--- src/rtl/core/trm_pkg.sv ---
// Package for the toy register machine: sizes, opcode and status codes,
// beat payload structs and the control bundle passed from trm_exec to the top.
// No dependencies.
`timescale 1ns / 1ps
`default_nettype none

package trm_pkg;

	// Fixed machine geometry
	localparam int MemDepth     = 256;
	localparam int MemAw        = $clog2(MemDepth);
	localparam int RegCount     = 4;
	localparam int RegAw        = $clog2(RegCount);
	localparam int DataWidthDef = 32;
	localparam int PcW          = 9;
	localparam int OutW         = 32;

	// Memory size limit after reset
	localparam logic [PcW-1:0] CfgReset = PcW'(MemDepth);

	// Command codes
	localparam logic CMD_PRELOAD = 1'b0;
	localparam logic CMD_EXEC    = 1'b1;

	typedef enum logic [3:0] {
		OP_LOAD      = 4'd0,
		OP_STORE     = 4'd1,
		OP_ADD       = 4'd2,
		OP_HALT      = 4'd3,
		OP_JUMP      = 4'd4,
		OP_JUMP_IF   = 4'd5,
		OP_INC       = 4'd6,
		OP_M0_INC    = 4'd7
	} opcode_t;

	typedef enum logic [1:0] {
		ST_DONE    = 2'd0,
		ST_HALTED  = 2'd1,
		ST_RANGE   = 2'd2,
		ST_UNKNOWN = 2'd3
	} status_t;

	// Input beat
	typedef struct packed {
		logic        command;
		logic [3:0]  opcode;
		logic [7:0]  operand_a;
		logic [7:0]  operand_b;
		logic [7:0]  operand_c;
		logic [7:0]  preload_address;
		logic [31:0] preload_value;
	} in_item_t;

	// Output beat
	typedef struct packed {
		logic [1:0]      status;
		logic [PcW-1:0]  program_counter;
		logic [OutW-1:0] written_value;
	} out_item_t;

	// Decoded control for one instruction
	typedef struct packed {
		status_t          status;
		logic [PcW-1:0]   pc_next;
		logic             stop;
		logic             rf_we;
		logic [RegAw-1:0] rf_idx;
		logic             mem_we;
		logic [MemAw-1:0] mem_waddr;
		logic             mem_rd;
		logic [MemAw-1:0] mem_raddr;
	} exec_ctrl_t;

endpackage

`default_nettype wire

--- src/rtl/core/trm_exec.sv ---
// Decode and execute for one instruction: range check, next counter,
// register/memory write control and the computed write value.
// Depends on trm_pkg.
`timescale 1ns / 1ps
`default_nettype none

module trm_exec import trm_pkg::*; #(
	parameter int DATA_WIDTH = DataWidthDef
) (
	input  in_item_t              item,
	input  logic [PcW-1:0]        pc,
	input  logic                  stopped,
	input  logic [PcW-1:0]        mem_words_in_use,
	input  logic [DATA_WIDTH-1:0] ra,
	input  logic [DATA_WIDTH-1:0] rb,
	input  logic [DATA_WIDTH-1:0] m0,
	output exec_ctrl_t            ctrl,
	output logic [DATA_WIDTH-1:0] result
);

	always_comb begin
		ctrl           = '0;
		ctrl.status    = ST_DONE;
		ctrl.pc_next   = pc;
		ctrl.rf_idx    = item.operand_a[RegAw-1:0];
		ctrl.mem_waddr = item.operand_a[MemAw-1:0];
		ctrl.mem_raddr = rb[MemAw-1:0];
		result         = '0;

		if (stopped) begin
			ctrl.status = ST_HALTED;
		end else if (item.command == CMD_PRELOAD) begin
			ctrl.mem_we    = 1'b1;
			ctrl.mem_waddr = item.preload_address[MemAw-1:0];
			result         = DATA_WIDTH'(item.preload_value);
		end else if (pc >= mem_words_in_use) begin
			ctrl.status = ST_RANGE;
		end else begin
			ctrl.pc_next = pc + PcW'(1);
			unique case (item.opcode)
				OP_LOAD: begin
					// value arrives from data memory one stage later
					ctrl.rf_we  = 1'b1;
					ctrl.mem_rd = 1'b1;
				end
				OP_STORE: begin
					ctrl.mem_we = 1'b1;
					result      = rb;
				end
				OP_ADD: begin
					ctrl.rf_we  = 1'b1;
					ctrl.rf_idx = item.operand_c[RegAw-1:0];
					result      = ra + rb;
				end
				OP_HALT: begin
					ctrl.stop    = 1'b1;
					ctrl.status  = ST_HALTED;
					ctrl.pc_next = pc;
				end
				OP_JUMP: begin
					ctrl.pc_next = PcW'(item.operand_a);
				end
				OP_JUMP_IF: begin
					ctrl.pc_next = (ra == rb) ? PcW'(item.operand_c) : pc;
				end
				OP_INC: begin
					ctrl.rf_we = 1'b1;
					result     = ra + DATA_WIDTH'(1);
				end
				OP_M0_INC: begin
					ctrl.rf_we = 1'b1;
					result     = m0 + DATA_WIDTH'(1);
				end
				default: begin
					ctrl.status = ST_UNKNOWN;
				end
			endcase
		end
	end

endmodule

`default_nettype wire

--- config.mk ---
export PLATFORM = sky130hd
export DESIGN_NAME = trm_exec
export DESIGN_NICKNAME = d
export VERILOG_FILES = /design/src/rtl/core/trm_pkg.sv /design/src/rtl/core/trm_exec.sv
export SDC_FILE = /design/constraint.sdc
export NUM_CORES = 1
export LEC_CHECK = 0
export BUFFER_PORTS_ARGS = -buffer_cell sky130_fd_sc_hd__buf_2
export CORE_MARGIN = 10
export CORE_UTILIZATION = 48
export DETAILED_ROUTE_END_ITERATION = 8
export PLACE_DENSITY_LB_ADDON = 0.05
export SLEW_MARGIN = 20
export SYNTH_ARGS = -nofsm -noshare
export SYNTH_HDL_FRONTEND = slang
export SYNTH_SLANG_ARGS = --single-unit
export TNS_END_PERCENT = 5
--- constraint.sdc ---
create_clock -name vclk -period 6.1
set_clock_uncertainty 0.15 [all_clocks]
set_input_delay 0.61 -clock vclk [all_inputs]
set_output_delay 0.61 -clock vclk [all_outputs]
set_load 0.02 [all_outputs]
==> metrics.cfg, run 1 <==
[critical_path]
crit_required_ns=5.34
max_stage_delay_ns=0.71
crit_type=in -> out
path_cells=buf_2 > and4b_2 > nand4_1 > o21ai_0 > nand3_1 > a2111oi_0 > nand2_1 > xnor2_1 > o21ai_0 > o31a_1 > buf_2
crit_path_start_kind=input port
cp_max_fo=25
end_kind=output pin
crit_slowest_cell=and4b_2
critical_path_arrival_ns=3.78

[min_path]
min_from=rb[4]
min_to=ctrl[4]
hold_class=in -> out
worstHoldPathCells=2

[grt]
antenna_found_initial=1
grt-ovfl-total=0
grt_pass1_wl_um=33110
grt_max_degree=27
globalRouteTotalUtil=0.2761
grt_pass1_vias=6348

[floorplanning]
die_y_um=117.9
rows=35
pin_count=249
start_util=0.4951
die-area_um2=13890
fp.dieW_um=117.9
core_area_um2=9284

[pwr]
power_per_cell_area_nw_per_um2=79.03
intPower_mw=0.1869
seq_power_share=0
vdd_drop_max_uv=34.59
p_leak_nw=2.721
pwr-share-comb=1.000
p_switching_mw=0.2717
power_frac_clock=0
netSwitchingFraction=0.5924

[detailed_routing]
vias_per_cell=6.150
wl_per_cell_um=20.10
drt-pass1-iter-count=5
drt_iter0_markers=678
final_antenna_net_count=0
route.detailed.drc=0
postRouteWirelength_um=20740
vias=6347

[logic_synthesis]
syn_avg_cell_area_um2=6.558
synth_warnings=0
synth-adder-area-share=0.1187
synth_compound_area_frac=0.3283
synthTopCellsByArea=ha_1, nand2_1, o21ai_0, mux2i_1, xnor2_1
synth_seq_area_share=0
syn-num-nets=928
synth_top_family_by_area=compound AO/OA/AOI/OAI gates
synthXorXnorAreaFrac=0.1124
netlist_area_um2=4597
yosys.area_share.simple=0.2836
synth_top_area_share=0.1143
synth_cell_types=65
syn_inst=701
muxShareOfSynthArea=0.09009
synth_top_area_cell=ha_1

[cts]
ctsHoldBuffers=0
cts_resized=0
post_cts_buffers=0

[outcome]
status=finished, final reports clean

[sta]
slew_violations=0
worst_slew_pin_slew_ns=0.9015
layout_min_cycle_time_ns=4.544
finalSetupViolations=0
timing.hold.ws_ns=1.337
max-slew-margin-rel=0.3990
rsz0062_at_grt=false
tns_ns=0
fin_ws_ns=1.556
fin_crit_sh=0.7449
finalHoldViolCount=0
max_freq_mhz=220.1

[layout]
final_layout_size_suffix_gt1_frac=0.2993
area_growth_pct=26.24
fin_nets=1131
seq_area_um2=0
seq_cells=0
nClkBuffers=0

[place]
dp_slack_ns=1.599
io_buffer_count=241
gp_congestion=0.9594
dp_hpwl_um=17070

[job]
cap_violations=0

-- Yosys cell counts, drive strengths merged (3+ instances only) --
master / count
a211oi: 5
nor3b: 4
or4: 3
and4: 5
a221o: 3
clkbuf: 31
mux2: 11
nor2b: 7
nand3: 37
o22ai: 3
a222oi: 17
nor4: 12
and2: 5
inv: 22
nand2b: 7
o21ai: 64
a31oi: 14
and3: 8
a21boi: 3
nor2: 45
o21bai: 7
ha: 42
nand2: 96
buf: 16
xnor2: 32
o21a: 4
mux2i: 29
a22oi: 9
xor2: 27
nand4: 14
or2: 3
a21oi: 39
a221oi: 12
a21o: 20
nor3: 13
-- through the flow --
stage	total power, mW	util	cell area, um2	std cells
final	0.4586	0.6251	5803	1032
after global routing	0.5029	0.6251	5803	1032
after CTS	0.4520	0.6248	5801	1031
after detailed placement	0.4491	0.6248	5801	1031
after global placement	0.4425	0.6248	5801	1031
after floorplan	0.2852	-	4597	701
-- cells by family (layout without fill, tap and decap cells) --
| logic type | Yosys count | count (layout) |
|---|---|---|
| AND/OR/NAND/NOR | 268 | 268 |
| adder cells (fa/ha/maj) | 43 | 43 |
| multiplexers | 40 | 40 |
| other | 0 | 1 |
| XOR/XNOR | 59 | 59 |
| buffers and inverters | 69 | 270 |
| AO/OA/AOI/OAI | 222 | 222 |
-- layout make-up --
type                       instances  area [um2]
multi-input combinational        632        4298
fill                             960        3481
timing repair buffer             248        1259
tap                              129       161.4
inverter                          22       82.58
antenna                            1       2.502
-- routing by layer --
metal  vias up  global-route usage  part of all wire
li1       3051                   -                 -
met1      2923              0.3459              0.40
met2       337              0.4797              0.48
met3        36             0.04460             0.094
met4         0             0.06260             0.022
met5         -                   0                 0
-- power groups by stage --
stage               combinational, mW  sequential (mW)     clock, mW
floorplan                       0.285                0             0
global placement                0.442                0             0
detailed placement              0.449                0             0
CTS                             0.452                0             0
global route                    0.503                0  0.0000000220
finish                          0.459                0  0.0000000220
-- cells in the final DEF (no fill, tap or decap), drive strengths merged, types with 17 or more instances in the layout --
cell | synthesis | routed
buf | 16 | 248
nand2 | 96 | 96
o21ai | 64 | 64
nor2 | 45 | 45
ha | 42 | 42
a21oi | 39 | 39
nand3 | 37 | 37
xnor2 | 32 | 32
mux2i | 29 | 29
xor2 | 27 | 27
inv | 22 | 22
a21o | 20 | 20
a222oi | 17 | 17
-- worst max path at each step --
stage                         from          to
after floorplan           item[67]  result[26]
after global placement    item[67]  result[26]
after detailed placement  item[67]  result[26]
after CTS                 item[67]  result[26]
after global routing      item[65]  result[31]
final                     item[67]  result[31]
-- worst max-delay path, delay by kind of cell --
kind                   cells  cell delay [ns]
AND/OR/NAND/NOR            4             1.33
XOR/XNOR                   1             0.21
buffers and inverters      2             0.33
AO/OA/AOI/OAI              4             1.30
Power figures use the tool's default switching activity.
==> run 2: changes to the inputs <==
Settings changed: CORE_UTILIZATION 48 to 43.
Clock period 6.1 ns to 3.7 ns, I/O delays scaled along.
==> run 2 against run 1 <==
  * Final cell count up 5.1%
  * Core utilization down 2.0 points
  * Total power is 80% higher
  * Worst setup slack got worse by 1.5 ns
  * Hold slack got worse by 0.48 ns
  * Global-route usage down 1.4 points
  * Wire length rose by 4.9%
  * First-iteration DRC count is 13% lower
  * Combinational power grew 80%
  * Via count increased by 3.3%
  * Design area rose by 8.2%
  * Sequential cell count unchanged
  * Critical path type unchanged
==> metrics.cfg, run 2 (same netlist as run 1, synthesis figures left out) <==
[layout]
area_growth_pct=36.55
final_area_um2=6277
final_layout_size_suffix_gt1_frac=0.3541
diodes=0
layout_common_cells=buf_2, nand2_1, o21ai_0
seq_area_um2=0
finish.utilization=0.6053
layout_commonest_cell=buf_2
fill_cells=1041
seq_cells=0
fin_nets=1178
nClkBuffers=0

[grt]
globalRouteTotalUtil=0.2618
grt-ovfl-total=0
grt_pass1_wl_um=33150
grt_max_degree=25
antenna_found_initial=0
grt_pass1_vias=6474

[detailed_routing]
wl_per_cell_um=20.05
postRouteWirelength_um=21760
route.detailed.drc=0
vias_per_cell=6.041
drt_iter0_markers=592
vias=6554
drt-pass1-iter-count=8
final_antenna_net_count=0

[sta]
slew_violations=0
worst_slew_pin_slew_ns=0.8426
fin_crit_sh=0.9739
timing.hold.ws_ns=0.8564
max-slew-margin-rel=0.4345
finalSetupViolations=0
rsz0062_at_grt=true
tns_ns=0
finalHoldViolCount=0
layout_min_cycle_time_ns=3.603
max_freq_mhz=277.5

[critical_path]
crit_required_ns=3.18
path_cells=clkbuf_4 > nand4b_1 > or4_1 > a221oi_4 > and4_1 > or3b_4 > xor2_1 > a221oi_2 > o21ai_2 > buf_2
cp_max_fo=10
cp_num_buf_inv=2
max_stage_delay_ns=0.63
critical_path_arrival_ns=3.08
crit_path_start_kind=input port
crit_type=in -> out
path_delay_family=simple AND/OR/NAND/NOR gates
crit_slowest_cell=or4_1
end_kind=output pin

[job]
cap_violations=0

[floorplanning]
core_area_um2=10370
pin_count=249
die_y_um=123.4
die-area_um2=15230
fp.dieW_um=123.4
rows=37
start_util=0.4433

[outcome]
status=finished, final reports clean

[pwr]
vdd_drop_max_uv=56.49
power_per_cell_area_nw_per_um2=131.3
finalPower_mw=0.8241
p_leak_nw=2.971

[cts]
ctsHoldBuffers=0
post_cts_buffers=0

[place]
dp_hpwl_um=18390
place_area_um2=6168
gp_congestion=0.9942
io_buffer_count=241

[min_path]
hold_class=in -> out

-- run 2: changes by cell type in the layout (fill, tap and decap cells not counted), sizes merged --
cell    before  now
diode        1    0
clkbuf       0    1
buf        248  294
-- run 2: final timing paths --
check,startpoint,to,slack [ns],cells past startpoint
hold / removal,rb[6],ctrl[6],0.86,2
setup / recovery,item[67],result[26],0.1,10
-- run 2: final cells by class --
class | count | area (um2) | area share
inverters | 22 | 82.58 | 0.01316
multi-input cells | 632 | 4403 | 0.7014
well taps | 136 | 170.2 | 0.02711
repair buffers | 295 | 1622 | 0.2583
-- run 2: metal layers --
layer	GRT usage	wire [um]	part of all wire
met5	0	0	0
met4	0.06914	572	0.026
met3	0.03874	2045	0.094
met2	0.4634	10410	0.48
met1	0.3222	8726	0.40
-- run 2: repair_timing --
action,in CTS,in global routing
pin swaps,1,4
endpoints found under the setup margin,4,18
endpoints found under the hold margin,0,0
resized for setup,3,23
-- run 2: per-stage QoR --
stage | instances | setup WS [ns]
floorplan | 701 | -0.04461
global placement | 1085 | -0.07100
detailed placement | 1085 | -0.1372
CTS | 1085 | 0.03053
global route | 1085 | -0.02044
finish | 1085 | 0.09670
-- run 2: where the power goes --
| group | total [mW] | leakage [nW] | internal, mW | switching, mW |
|---|---|---|---|---|
| Sequential | 0 | 0 | 0 | 0 |
| Clock | 0 | 0 | 0 | 0 |
| Combinational | 0.824 | 2.97 | 0.350 | 0.474 |
| Total | 0.824 | 2.97 | 0.350 | 0.474 |
==> run 3: changes to the inputs <==
Settings changed: ABC_AREA set to 1, CORE_UTILIZATION 43 to 39.
==> run 3 against run 2 <==
  * Non-clock buffer count fell by 44
  * Synthesized cell count rose by 67%
  * Design area rose by 10%
  * Hold slack got worse by 0.0059 ns
  * First-iteration DRC count rose by 12%
  * Via count rose by 22%
  * Critical endpoint unchanged
==> metrics.cfg, run 3 <==
[sta]
rsz0062_at_grt=false
tns_ns=0
max-slew-margin-rel=0.6768
finalSetupViolations=0
worst_slew_pin_slew_ns=0.4830
finalHoldViolCount=0
max_freq_mhz=298.6
slew_violations=0
timing.hold.ws_ns=0.8505
layout_min_cycle_time_ns=3.349
fin_crit_sh=0.9053

[critical_path]
critical_path_arrival_ns=2.83
crit_slowest_cell=fa_1
crit_required_ns=3.18
path_cells=buf_2 > ha_1 > inv_1 > fa_1 > inv_1 > nand3_1 > nand3_1 > nand2_1 > nand2_1 > nand2_1 > nand2_1 > nand2_1 > nand2_1 > nand2_1 > nand3_1 > nand2_1 > inv_1 > nand2_1 > nand2_1 > nand2_1 > buf_2
crit_path_start_kind=input port
crit_type=in -> out
cpMostUsedCell=nand2_1
max_stage_delay_ns=0.38
cp_max_fo=4
end_kind=output pin

[layout]
area_growth_pct=24.23
final_area_um2=6903
layout_common_cells=nand2_1, buf_2, inv_1
stdcell_count=1577
nClkBuffers=0
fill_cells=1640
seq_cells=0
final_layout_size_suffix_gt1_frac=0.2149
fin_nets=1625
seq_area_um2=0
finish.utilization=0.4954
layout_commonest_cell=nand2_1

[place]
gp_congestion=0.9916
place_area_um2=6900
io_buffer_count=241
dp_hpwl_um=22960
dp_cells=1576

[logic_synthesis]
synthTopCellsByArea=nand2_1, nand3_1, ha_1, inv_1, nor2_1
syn_inst=1173
synth_warnings=0
netlist_area_um2=5557
synth_seq_area_share=0
synth_top_area_cell=nand2_1
post-synth-top-count-cell=nand2_1
syn-num-nets=1400
synth_top_area_share=0.3601
synth_common_cells=nand2_1, inv_1, nand3_1
synth_cell_types=46
syn_avg_cell_area_um2=4.737

[floorplanning]
fp.dieW_um=139.4
core_area_um2=13930
die-area_um2=19420
start_util=0.3988
rows=43
pin_count=249
die_y_um=139.4

[pwr]
power_frac_clock=0
intPower_mw=0.2983
pwr-share-comb=1.000
p_switching_mw=0.5448
p_leak_nw=4.087
power_per_cell_area_nw_per_um2=122.1
vdd_drop_max_uv=65.87
netSwitchingFraction=0.6462
seq_power_share=0

[outcome]
status=finished, final reports clean

[detailed_routing]
drt-pass1-iter-count=5
vias_per_cell=5.075
postRouteWirelength_um=26180
final_antenna_net_count=0
route.detailed.drc=0
wl_per_cell_um=16.60
drt_iter0_markers=661
vias=8003

[grt]
antenna_found_initial=1
grt-ovfl-total=0
globalRouteTotalUtil=0.2495
grt_pass1_vias=7543
grt_pass1_wl_um=40440
grt_max_degree=33

[cts]
post_cts_buffers=0
cts_resized=0
ctsHoldBuffers=0

[min_path]
hold_class=in -> out

[job]
cap_violations=0

-- run 3: layer usage --
metal / part of all wire / vias to the layer above / track usage / routed length, um
met4: 0.0090 / 0 / 0.02032 / 235
met5: 0 / - / 0 / 0
met3: 0.072 / 15 / 0.02790 / 1875
met1: 0.45 / 3534 / 0.3387 / 11890
met2: 0.46 / 277 / 0.4267 / 12170
li1: - / 4177 / - / -
-- run 3: area by class of cell --
type / count / area, um2 / share of cell area
Inverter: 138 / 518.0 / 0.07504
Multi-Input combinational cell: 1007 / 4863 / 0.7045
Tap cell: 180 / 225.2 / 0.03263
Timing Repair Buffer: 251 / 1294 / 0.1874
Antenna cell: 1 / 2.502 / 0.0003625
-- run 3: power groups by stage --
stage / sequential [mW] / combinational (mW) / clock [mW]
after global placement: 0 / 0.828 / 0
after detailed placement: 0 / 0.830 / 0
after floorplan: 0 / 0.529 / 0
final: 0 / 0.843 / 0.0000000361
after global routing: 0 / 0.939 / 0.0000000361
after CTS: 0 / 0.834 / 0
-- run 3: kinds of logic (layout without fill, tap and decap cells) --
logic type      Yosys count  count (layout)  synth area share
compound gates          118             118            0.1207
xor+xnor                  7               7           0.01103
fa+ha+maj                43              43           0.09818
buf+inv                 166             389            0.1261
mux                       6               6           0.01216
other cells               0               1                 0
simple gates            833             833            0.6318
-- run 3: final timing paths --
path | to | start | cells after the start
worst max-delay path | result[26] | ra[0] | 21
worst min-delay path | ctrl[1] | rb[1] | 2
-- run 3: stage by stage --
step / power (mW) / worst slack [ns]
after detailed placement: 0.8300 / 0.4110
after global placement: 0.8276 / 0.4410
after floorplan: 0.5289 / 1.041
after CTS: 0.8337 / 0.4127
final: 0.8431 / 0.3505
after global routing: 0.9395 / 0.1163
-- run 3: worst max-delay path: cells and delay by family --
| kind | cells | cell delay (ns) |
|---|---|---|
| adders and majority gates | 2 | 0.58 |
| buffers and inverters | 5 | 0.53 |
| and+or+nand+nor | 14 | 1.35 |
